[config.mk]
export PLATFORM = sky130hd
export DESIGN_NAME = priority_job_queue_top
export DESIGN_NICKNAME = d
export VERILOG_FILES = /design/src/hw/rtl/pjq_pkg.sv /design/src/hw/rtl/pjq_datapath.sv /design/src/hw/rtl/pjq_ctrl.sv /design/src/hw/rtl/priority_job_queue_top.sv
export SDC_FILE = /design/constraint.sdc
export NUM_CORES = 2
export LEC_CHECK = 0
export BUFFER_PORTS_ARGS = -buffer_cell sky130_fd_sc_hd__buf_2
export CORE_MARGIN = 2
export CORE_UTILIZATION = 40
export CTS_CLUSTER_SIZE = 40
export DETAILED_ROUTE_END_ITERATION = 12
export PLACE_DENSITY_LB_ADDON = 0.3
export SLEW_MARGIN = 40
export SYNTH_ARGS = -nofsm -noshare
export SYNTH_HDL_FRONTEND = slang
export SYNTH_HIERARCHICAL = 1
export SYNTH_SLANG_ARGS = --single-unit
[constraint.sdc]
create_clock -name clk_i -period 15.2 [get_ports clk_i]
set_clock_uncertainty 0.05 [all_clocks]
set_input_delay 3.04 -clock clk_i [delete_from_list [all_inputs] [get_ports clk_i]]
set_output_delay 3.04 -clock clk_i [all_outputs]
set_load 0.03 [all_outputs]
[src/hw/rtl/pjq_pkg.sv]
`timescale 1ns / 1ps
`default_nettype none
// ----------------------------------------------------------------------------
// pjq_pkg: shared types for the priority job queue
// Command codes, transfer payloads, controller states and the command and
// status bundles between controller and datapath.
// ----------------------------------------------------------------------------
package pjq_pkg;

  localparam int unsigned ProvFieldW  = 8;
  localparam int unsigned PrioFieldW  = 8;
  localparam int unsigned CountFieldW = 7;

  typedef enum logic [1:0] {
    CMD_ADD    = 2'd0,
    CMD_CANCEL = 2'd1,
    CMD_TAKE   = 2'd2,
    CMD_NOP    = 2'd3
  } cmd_e;

  typedef struct packed {
    cmd_e                   command;
    logic [ProvFieldW-1:0]  provider_id;
    logic [PrioFieldW-1:0]  job_priority;
    logic [CountFieldW-1:0] job_count;
  } pjq_in_t;

  typedef struct packed {
    logic [ProvFieldW-1:0]  taken_provider;
    logic                   taken_valid;
    logic [CountFieldW-1:0] removed_count;
    logic [CountFieldW-1:0] dropped_count;
    logic [CountFieldW-1:0] occupancy;
  } pjq_out_t;

  typedef enum logic [2:0] {
    ST_IDLE,
    ST_SHIFT,
    ST_FILL,
    ST_COMPACT,
    ST_REPLY
  } state_e;

  // controller -> datapath
  typedef struct packed {
    logic load;     // latch the accepted item
    logic shift;    // add: scan down from the tail, moving entries up
    logic fill;     // add: write one new copy
    logic compact;  // cancel/take: read-filter-write pass
    logic commit;   // cancel/take: new count from the write pointer
    logic publish;  // load the output register
  } pjq_ctrl_t;

  // datapath -> controller
  typedef struct packed {
    logic add_none;      // add would insert nothing
    logic shift_done;
    logic fill_last;
    logic compact_done;
  } pjq_stat_t;

endpackage
`default_nettype wire

[src/hw/rtl/pjq_datapath.sv]
`timescale 1ns / 1ps
`default_nettype none
// ----------------------------------------------------------------------------
// pjq_datapath: entry store, cursors and result registers
// One-write/one-read entry memory with registered read data; a one-deep
// read pipeline feeds the shift and compact passes.
// ----------------------------------------------------------------------------
module pjq_datapath import pjq_pkg::*; #(
  parameter int unsigned QUEUE_DEPTH   = 64,
  parameter int unsigned PROVIDER_BITS = 8,
  parameter int unsigned PRIORITY_BITS = 8
) (
  input  wire logic      clk_i,
  input  wire logic      rst_ni,
  input  wire pjq_in_t   in_data_i,
  input  wire pjq_ctrl_t ctrl_i,
  output pjq_stat_t      stat_o,
  output pjq_out_t       out_data_o
);

  localparam int unsigned CW = $clog2(QUEUE_DEPTH + 1);
  localparam int unsigned AW = $clog2(QUEUE_DEPTH);
  localparam int unsigned WW = (CW > CountFieldW) ? CW : CountFieldW;
  localparam int unsigned EW = PROVIDER_BITS + PRIORITY_BITS;
  localparam logic [WW-1:0] DepthW = WW'(QUEUE_DEPTH);

  // entry store: {provider, priority}
  logic [EW-1:0] mem_q [QUEUE_DEPTH];
  logic [EW-1:0] rdata_q;
  logic          we;
  logic [AW-1:0] waddr, raddr;
  logic [EW-1:0] wdata;

  // control registers
  logic [CW-1:0] cnt_q, rd_q, wr_q;
  logic          pv_q;
  // item and cursor payload
  cmd_e               op_q;
  logic [PROVIDER_BITS-1:0] prov_q, taken_q;
  logic [PRIORITY_BITS-1:0] prio_q;
  logic [CW-1:0]      ins_q, fp_q, pa_q;
  logic [CountFieldW-1:0] drop_q;
  logic [WW-1:0]      rem_q;
  logic               tvalid_q;
  pjq_out_t           out_q;

  // input fields cut to the configured widths
  logic [PROVIDER_BITS+ProvFieldW-1:0] prov_pad;
  logic [PRIORITY_BITS+PrioFieldW-1:0] prio_pad;
  logic [PROVIDER_BITS-1:0] in_prov;
  logic [PRIORITY_BITS-1:0] in_prio;
  logic [PROVIDER_BITS+ProvFieldW-1:0] taken_pad;

  logic [WW-1:0] want, room, ins_w, drop_w, cnt_w;
  logic [CW-1:0] rd_m1;
  logic [PROVIDER_BITS-1:0] rd_prov;
  logic [PRIORITY_BITS-1:0] rd_prio;
  logic hit, drop_e, issue_shift, issue_comp;

  assign prov_pad  = {{PROVIDER_BITS{1'b0}}, in_data_i.provider_id};
  assign prio_pad  = {{PRIORITY_BITS{1'b0}}, in_data_i.job_priority};
  assign in_prov   = prov_pad[PROVIDER_BITS-1:0];
  assign in_prio   = prio_pad[PRIORITY_BITS-1:0];
  assign taken_pad = {{ProvFieldW{1'b0}}, taken_q};

  // copies that fit
  assign want   = WW'(in_data_i.job_count);
  assign room   = DepthW - WW'(cnt_q);
  assign ins_w  = (want < room) ? want : room;
  assign drop_w = want - ins_w;
  assign cnt_w  = WW'(cnt_q);

  assign rd_m1   = rd_q - CW'(1);
  assign rd_prov = rdata_q[EW-1:PRIORITY_BITS];
  assign rd_prio = rdata_q[PRIORITY_BITS-1:0];

  // add scan stops at the first entry (from the tail) not below the new one
  assign hit    = pv_q && (rd_prio >= prio_q);
  assign drop_e = ((op_q == CMD_CANCEL) && (rd_prov == prov_q)) ||
                  ((op_q == CMD_TAKE) && (pa_q == '0));
  assign issue_shift = ctrl_i.shift && !hit && (rd_q != '0);
  assign issue_comp  = ctrl_i.compact && (rd_q != cnt_q);

  always_comb begin
    raddr = ctrl_i.shift ? rd_m1[AW-1:0] : rd_q[AW-1:0];
    we    = 1'b0;
    waddr = wr_q[AW-1:0];
    wdata = rdata_q;
    if (ctrl_i.shift) begin
      we    = pv_q && !hit;
      waddr = AW'(pa_q + ins_q);
    end else if (ctrl_i.fill) begin
      we    = 1'b1;
      waddr = fp_q[AW-1:0];
      wdata = {prov_q, prio_q};
    end else if (ctrl_i.compact) begin
      we    = pv_q && !drop_e;
    end
  end

  always_ff @(posedge clk_i) begin
    if (we) begin
      mem_q[waddr] <= wdata;
    end
    rdata_q <= mem_q[raddr];
  end

  always_ff @(posedge clk_i or negedge rst_ni) begin
    if (!rst_ni) begin
      cnt_q <= '0;
      rd_q  <= '0;
      wr_q  <= '0;
      pv_q  <= 1'b0;
    end else begin
      if (ctrl_i.load) begin
        rd_q <= (in_data_i.command == CMD_ADD) ? cnt_q : '0;
        wr_q <= '0;
        pv_q <= 1'b0;
      end
      if (ctrl_i.shift) begin
        pv_q <= issue_shift;
        if (issue_shift) begin
          rd_q <= rd_m1;
        end
      end
      if (ctrl_i.fill) begin
        cnt_q <= cnt_q + CW'(1);
      end
      if (ctrl_i.compact) begin
        pv_q <= issue_comp;
        if (issue_comp) begin
          rd_q <= rd_q + CW'(1);
        end
        if (pv_q && !drop_e) begin
          wr_q <= wr_q + CW'(1);
        end
      end
      if (ctrl_i.commit) begin
        cnt_q <= wr_q;
      end
    end
  end

  always_ff @(posedge clk_i) begin
    if (ctrl_i.load) begin
      op_q     <= in_data_i.command;
      prov_q   <= in_prov;
      prio_q   <= in_prio;
      ins_q    <= ins_w[CW-1:0];
      drop_q   <= (in_data_i.command == CMD_ADD) ? drop_w[CountFieldW-1:0] : '0;
      fp_q     <= cnt_q;
      rem_q    <= '0;
      tvalid_q <= 1'b0;
      taken_q  <= '0;
    end
    if (ctrl_i.shift) begin
      if (issue_shift) begin
        pa_q <= rd_m1;
      end
      // lowest moved entry marks the insertion point
      if (pv_q && !hit) begin
        fp_q <= pa_q;
      end
    end
    if (ctrl_i.fill) begin
      fp_q  <= fp_q + CW'(1);
      ins_q <= ins_q - CW'(1);
    end
    if (ctrl_i.compact) begin
      if (issue_comp) begin
        pa_q <= rd_q;
      end
      if (pv_q && (op_q == CMD_TAKE) && (pa_q == '0)) begin
        tvalid_q <= 1'b1;
        taken_q  <= rd_prov;
      end
    end
    if (ctrl_i.commit && (op_q == CMD_CANCEL)) begin
      rem_q <= cnt_w - WW'(wr_q);
    end
    if (ctrl_i.publish) begin
      out_q.taken_provider <= taken_pad[ProvFieldW-1:0];
      out_q.taken_valid    <= tvalid_q;
      out_q.removed_count  <= rem_q[CountFieldW-1:0];
      out_q.dropped_count  <= drop_q;
      out_q.occupancy      <= cnt_w[CountFieldW-1:0];
    end
  end

  assign stat_o.add_none     = (ins_w == '0);
  assign stat_o.shift_done   = hit || ((rd_q == '0) && !pv_q);
  assign stat_o.fill_last    = (ins_q == CW'(1));
  assign stat_o.compact_done = (rd_q == cnt_q) && !pv_q;

  assign out_data_o = out_q;

endmodule
`default_nettype wire

[src/hw/rtl/pjq_ctrl.sv]
`timescale 1ns / 1ps
`default_nettype none
// ----------------------------------------------------------------------------
// pjq_ctrl: sequencing state machine
// Accepts one item at a time, steps the datapath passes and owns the
// output valid flag.
// ----------------------------------------------------------------------------
module pjq_ctrl import pjq_pkg::*; (
  input  wire logic      clk_i,
  input  wire logic      rst_ni,
  input  wire logic      in_valid_i,
  input  wire cmd_e      in_cmd_i,
  output logic           in_stall_o,
  output logic           out_valid_o,
  input  wire logic      out_stall_i,
  input  wire pjq_stat_t stat_i,
  output pjq_ctrl_t      ctrl_o
);

  state_e state_q, state_d;
  logic   out_valid_q, out_valid_d;
  logic   accept, out_free;

  assign accept   = in_valid_i && (state_q == ST_IDLE);
  assign out_free = !out_valid_q || !out_stall_i;

  always_ff @(posedge clk_i or negedge rst_ni) begin
    if (!rst_ni) begin
      state_q     <= ST_IDLE;
      out_valid_q <= 1'b0;
    end else begin
      state_q     <= state_d;
      out_valid_q <= out_valid_d;
    end
  end

  always_comb begin
    state_d = state_q;
    ctrl_o  = '0;
    unique case (state_q)
      ST_IDLE: begin
        if (accept) begin
          ctrl_o.load = 1'b1;
          unique case (in_cmd_i)
            CMD_ADD:    state_d = stat_i.add_none ? ST_REPLY : ST_SHIFT;
            CMD_CANCEL: state_d = ST_COMPACT;
            CMD_TAKE:   state_d = ST_COMPACT;
            CMD_NOP:    state_d = ST_REPLY;
            default:    state_d = ST_REPLY;
          endcase
        end
      end
      ST_SHIFT: begin
        ctrl_o.shift = 1'b1;
        if (stat_i.shift_done) begin
          state_d = ST_FILL;
        end
      end
      ST_FILL: begin
        ctrl_o.fill = 1'b1;
        if (stat_i.fill_last) begin
          state_d = ST_REPLY;
        end
      end
      ST_COMPACT: begin
        ctrl_o.compact = 1'b1;
        if (stat_i.compact_done) begin
          ctrl_o.commit = 1'b1;
          state_d       = ST_REPLY;
        end
      end
      ST_REPLY: begin
        if (out_free) begin
          ctrl_o.publish = 1'b1;
          state_d        = ST_IDLE;
        end
      end
      default: state_d = ST_IDLE;
    endcase
  end

  always_comb begin
    out_valid_d = out_valid_q;
    if (ctrl_o.publish) begin
      out_valid_d = 1'b1;
    end else if (out_valid_q && !out_stall_i) begin
      out_valid_d = 1'b0;
    end
  end

  assign in_stall_o  = (state_q != ST_IDLE);
  assign out_valid_o = out_valid_q;

endmodule
`default_nettype wire

[src/hw/rtl/priority_job_queue_top.sv]
`timescale 1ns / 1ps
`default_nettype none
// Throughput: one item at a time; the entry memory's single read and write
//   port moves one entry per cycle.
// Reset: queue empties at once (count cleared); entry memory is not cleared.
// ----------------------------------------------------------------------------
// priority_job_queue_top: stable priority job queue with cancel
// Entries are held in non-increasing priority order, equal priorities in
// arrival order. Add moves lower-priority entries up from the tail and then
// writes the new copies; cancel and take run one compaction pass that drops
// matching entries (cancel) or the head entry (take).
// ----------------------------------------------------------------------------
module priority_job_queue_top import pjq_pkg::*; #(
  parameter int unsigned QUEUE_DEPTH   = 64,
  parameter int unsigned PROVIDER_BITS = 8,
  parameter int unsigned PRIORITY_BITS = 8
) (
  input  wire logic    clk_i,
  input  wire logic    rst_ni,
  // input channel: one transfer per command
  input  wire logic    in_valid_i,
  output logic         in_stall_o,
  input  wire pjq_in_t in_data_i,
  // result channel: one transfer per command
  output logic         out_valid_o,
  input  wire logic    out_stall_i,
  output pjq_out_t     out_data_o
);

  pjq_ctrl_t ctrl;
  pjq_stat_t stat;

  // Controller: sequencing only. It holds the output valid flag so a
  // finished result can wait in the output register while the next
  // command is already being worked on.
  pjq_ctrl u_ctrl (
    .clk_i       (clk_i),
    .rst_ni      (rst_ni),
    .in_valid_i  (in_valid_i),
    .in_cmd_i    (in_data_i.command),
    .in_stall_o  (in_stall_o),
    .out_valid_o (out_valid_o),
    .out_stall_i (out_stall_i),
    .stat_i      (stat),
    .ctrl_o      (ctrl)
  );

  // Datapath: entry memory, occupancy count, scan cursors and the
  // output payload register.
  pjq_datapath #(
    .QUEUE_DEPTH   (QUEUE_DEPTH),
    .PROVIDER_BITS (PROVIDER_BITS),
    .PRIORITY_BITS (PRIORITY_BITS)
  ) u_datapath (
    .clk_i      (clk_i),
    .rst_ni     (rst_ni),
    .in_data_i  (in_data_i),
    .ctrl_i     (ctrl),
    .stat_o     (stat),
    .out_data_o (out_data_o)
  );

endmodule
`default_nettype wire
==> results.py <==
metrics = {
    "synthesis": {
        "avgSynthCellArea_sq_um": 20.5,
        "synth_ff_type": "edfxtp_1",
        "yosys.area.top_type": "edfxtp_1",
        "synthesis.area_sq_um": 46300,
        "ys_seq_area_share_pct": 74.0,
        "synthCells": 2253,
        "syn_nets": 2320,
        "yosys.area.top_type_share_pct": 70.9,
        "async_reset_ff_share_pct": 2.25,
        "yosysWarnings": 6,
        "yosysMostFrequentCell": "edfxtp_1",
        "ys_top_cells_by_area": "edfxtp_1 (71%), mux4_2 (16%), dfxtp_1 (1.6%)",
        "synthTopCellsByCount": "edfxtp_1 (1093), mux4_2 (337), nor2_1 (131)",
        "synth-seq-cells": 1157,
        "synth_edf_count": 1093,
        "ys_types": 67,
    },
    "floorplan": {
        "core_region_area_sq_um": 115000,
        "placementRows": 124,
        "top_level_ports": 61,
        "die-area_sq_um": 118000,
        "die_x_microns": 344,
        "chipHeight_microns": 344,
        "start_util_pct": 40.4,
    },
    "flow_run": {
        "cap_violations": 0,
    },
    "detailed_routing": {
        "viasPerCell": 5.65,
        "num_vias": 22841,
        "detail_route.wl_per_cell_microns": 27.3,
        "route.detailed.drc": 0,
        "antenna_left": 0,
        "routed_wl_mm": 110,
        "drt-pass1-iter-count": 5,
        "first_iter_violations": 2436,
    },
    "clock_network": {
        "cts_tree": "done",
        "clk_latency_ns": 0.70,
        "clock_path_buffers": 3,
        "cts_made_buffers": 117,
        "postCtsSetupBuffers": 0,
        "htreeDepth": 3,
        "ctsResizeCount": 0,
        "cts_hold_buf": 0,
        "cts.sinks": 1157,
        "root_buffer": "clkbuf_16",
        "clk_pin_slew_ns": 0.06,
    },
    "sta": {
        "layout_setup_ws_ns": 8.85,
        "max_freq_mhz": 158,
        "drv_slew": 0,
        "setup-violations-final": 0,
        "slew_headroom_pct": 42.9,
        "setup_tns_ns": 0,
        "worst_hold_slack_ns": 0.371,
        "hold_violations": 0,
        "tightest_slew_ns": 0.847,
        "finalWorstPathRequiredPeriod_ns": 6.35,
        "fin_crit_sh_pct": 41.8,
        "rsz0062_at_grt": "no",
    },
    "run_status": {
        "outcome": "finished clean",
    },
    "setup_path": {
        "crit_chain": "buf_2, ha_1, a21o_1, a31oi_1, maj3_1, a211oi_2, nor2b_2, mux2i_1, inv_1, ha_1, inv_1, nand2_1, a311o_1, mux2i_1, nor4_2, a211oi_1, nand2_1, xor2_1, nor2_1",
        "crit_slowest_cell": "nor2b_2",
        "path_class": "in2reg",
        "cp-start-kind": "primary input",
        "required_ns": 15.58,
        "cp_max_fo": 19,
        "cp.arrival_ns": 6.73,
        "critical-path-max-stage-delay_ns": 0.61,
        "crit_path_end_kind": "flop",
    },
    "pwr": {
        "vdd_ir_drop_max_mv": 0.137,
        "p_leak_nw": 17.1,
        "powerDensity_nw_per_um2": 235,
    },
    "placement": {
        "gp_congestion": 0.813,
        "io_buffers": 60,
        "place_area_sq_um": 49100,
        "dpl_worst_slack_ns": 8.19,
        "dp_hpwl_mm": 65.0,
    },
    "finish": {
        "drive_gt1_share_pct": 28.8,
        "num_antenna_cells": 0,
        "final_nets": 2495,
        "finalInstanceArea_sq_um": 53000,
        "area_delta_synth_final_pct": 14.4,
        "final_util_pct": 46.2,
    },
    "grt": {
        "first_global_vias": 23550,
        "grt_max_degree": 84,
        "grt-ovfl-total": 0,
        "grt_pass1_wl_mm": 161,
        "grt_usage_pct": 18.8,
        "antenna_found_initial": 2,
    },
    "min_path": {
        "hold_class": "reg2reg",
    },
}
registers in the layout (all words and copies together) (netlist names), 2 cells and up:
| name | cells |
|---|---|
| u_ctrl/state_q | 3 |
| u_datapath/cnt_q | 7 |
| u_datapath/drop_q | 7 |
| u_datapath/fp_q | 6 |
| u_datapath/ins_q | 7 |
| u_datapath/mem_q | 1024 |
| u_datapath/op_q | 2 |
| u_datapath/out_data_o | 30 |
| u_datapath/pa_q | 7 |
| u_datapath/prio_q | 8 |
| u_datapath/prov_q | 8 |
| u_datapath/rd_q | 7 |
| u_datapath/rdata_q | 16 |
| u_datapath/rem_q | 7 |
| u_datapath/taken_q | 8 |
| u_datapath/wr_q | 7 |
worst max-delay path, delay by kind of cell:
kind                     cells  cell delay, ns
AO/OA/AOI/OAI                5            1.05
AND/OR/NAND/NOR              5            0.96
adder cells (fa/ha/maj)      3            0.71
multiplexers                 2            0.53
buffers and inverters        3            0.29
XOR/XNOR                     1            0.14
kinds of logic (layout without fill, tap and decap cells):
logic type               after synthesis  count (layout)  share of synthesized area (%)
AO/OA/AOI/OAI                        155             155                           2.02
XOR/XNOR                              59              59                           1.16
adder cells (fa/ha/maj)               40              40                           1.10
buffers and inverters                150             425                           1.35
flip-flops                          1157            1157                           74.0
multiplexers                         373             373                           17.2
AND/OR/NAND/NOR                      319             319                           3.20
metrics by stage:
step	std cells	power [mW]
after floorplan	2253	7.98
after global placement	3812	9.53
after detailed placement	3816	9.71
after CTS	4035	12.5
after global routing	4040	13.0
final	4040	12.4
report_power, final:
| part | total [mW] | internal, mW | leakage [nW] | switching (mW) |
|---|---|---|---|---|
| Clock | 2.80 | 1.60 | 1.85 | 1.20 |
| Combinational | 4.93 | 2.01 | 4.77 | 2.92 |
| Sequential | 4.69 | 4.51 | 10.5 | 0.186 |
layout make-up:
type                            instances  area [sq um]
Clock buffer                          145          3150
Clock inverter                         74           624
Fill cell                            9470         61500
Inverter                               45           169
Multi-Input combinational cell        946         11700
Sequential cell                      1157         34200
Tap cell                             1512          1890
Timing Repair Buffer                  161          1210
worst paths after layout:
kind,startpoint,endpoint,slack (ns),cells past startpoint
min in group asynchronous,rst_ni,u_datapath/cnt_q[6],2.33,1
worst min-delay path,u_datapath/rem_q[1],u_datapath/out_data_o[15],0.37,0
worst max-delay path,in_data_i[2],u_datapath/drop_q[5],8.85,19
worst max register to register,u_datapath/cnt_q[0],u_datapath/drop_q[5],9.64,21
max in group asynchronous,rst_ni,u_datapath/rd_q[4],12.31,1
worst min register to register,u_datapath/rem_q[1],u_datapath/out_data_o[15],0.37,0
placed cells by master (no fill, tap or decap), types with 38 or more instances in the layout:
cell type / n
edfxtp_1: 1093
mux4_2: 337
clkbuf_16: 119
nor2_1: 114
buf_4: 85
nand2_1: 84
o21ai_0: 62
buf_2: 61
inv_1: 44
dfxtp_1: 38
layer usage:
metal / GRT usage (%) / wire length (microns)
met5: 0 / 0
met4: 4.90 / 2160
met3: 2.80 / 7160
met2: 30.8 / 54100
met1: 26.6 / 46700
Power figures use the tool's default switching activity.
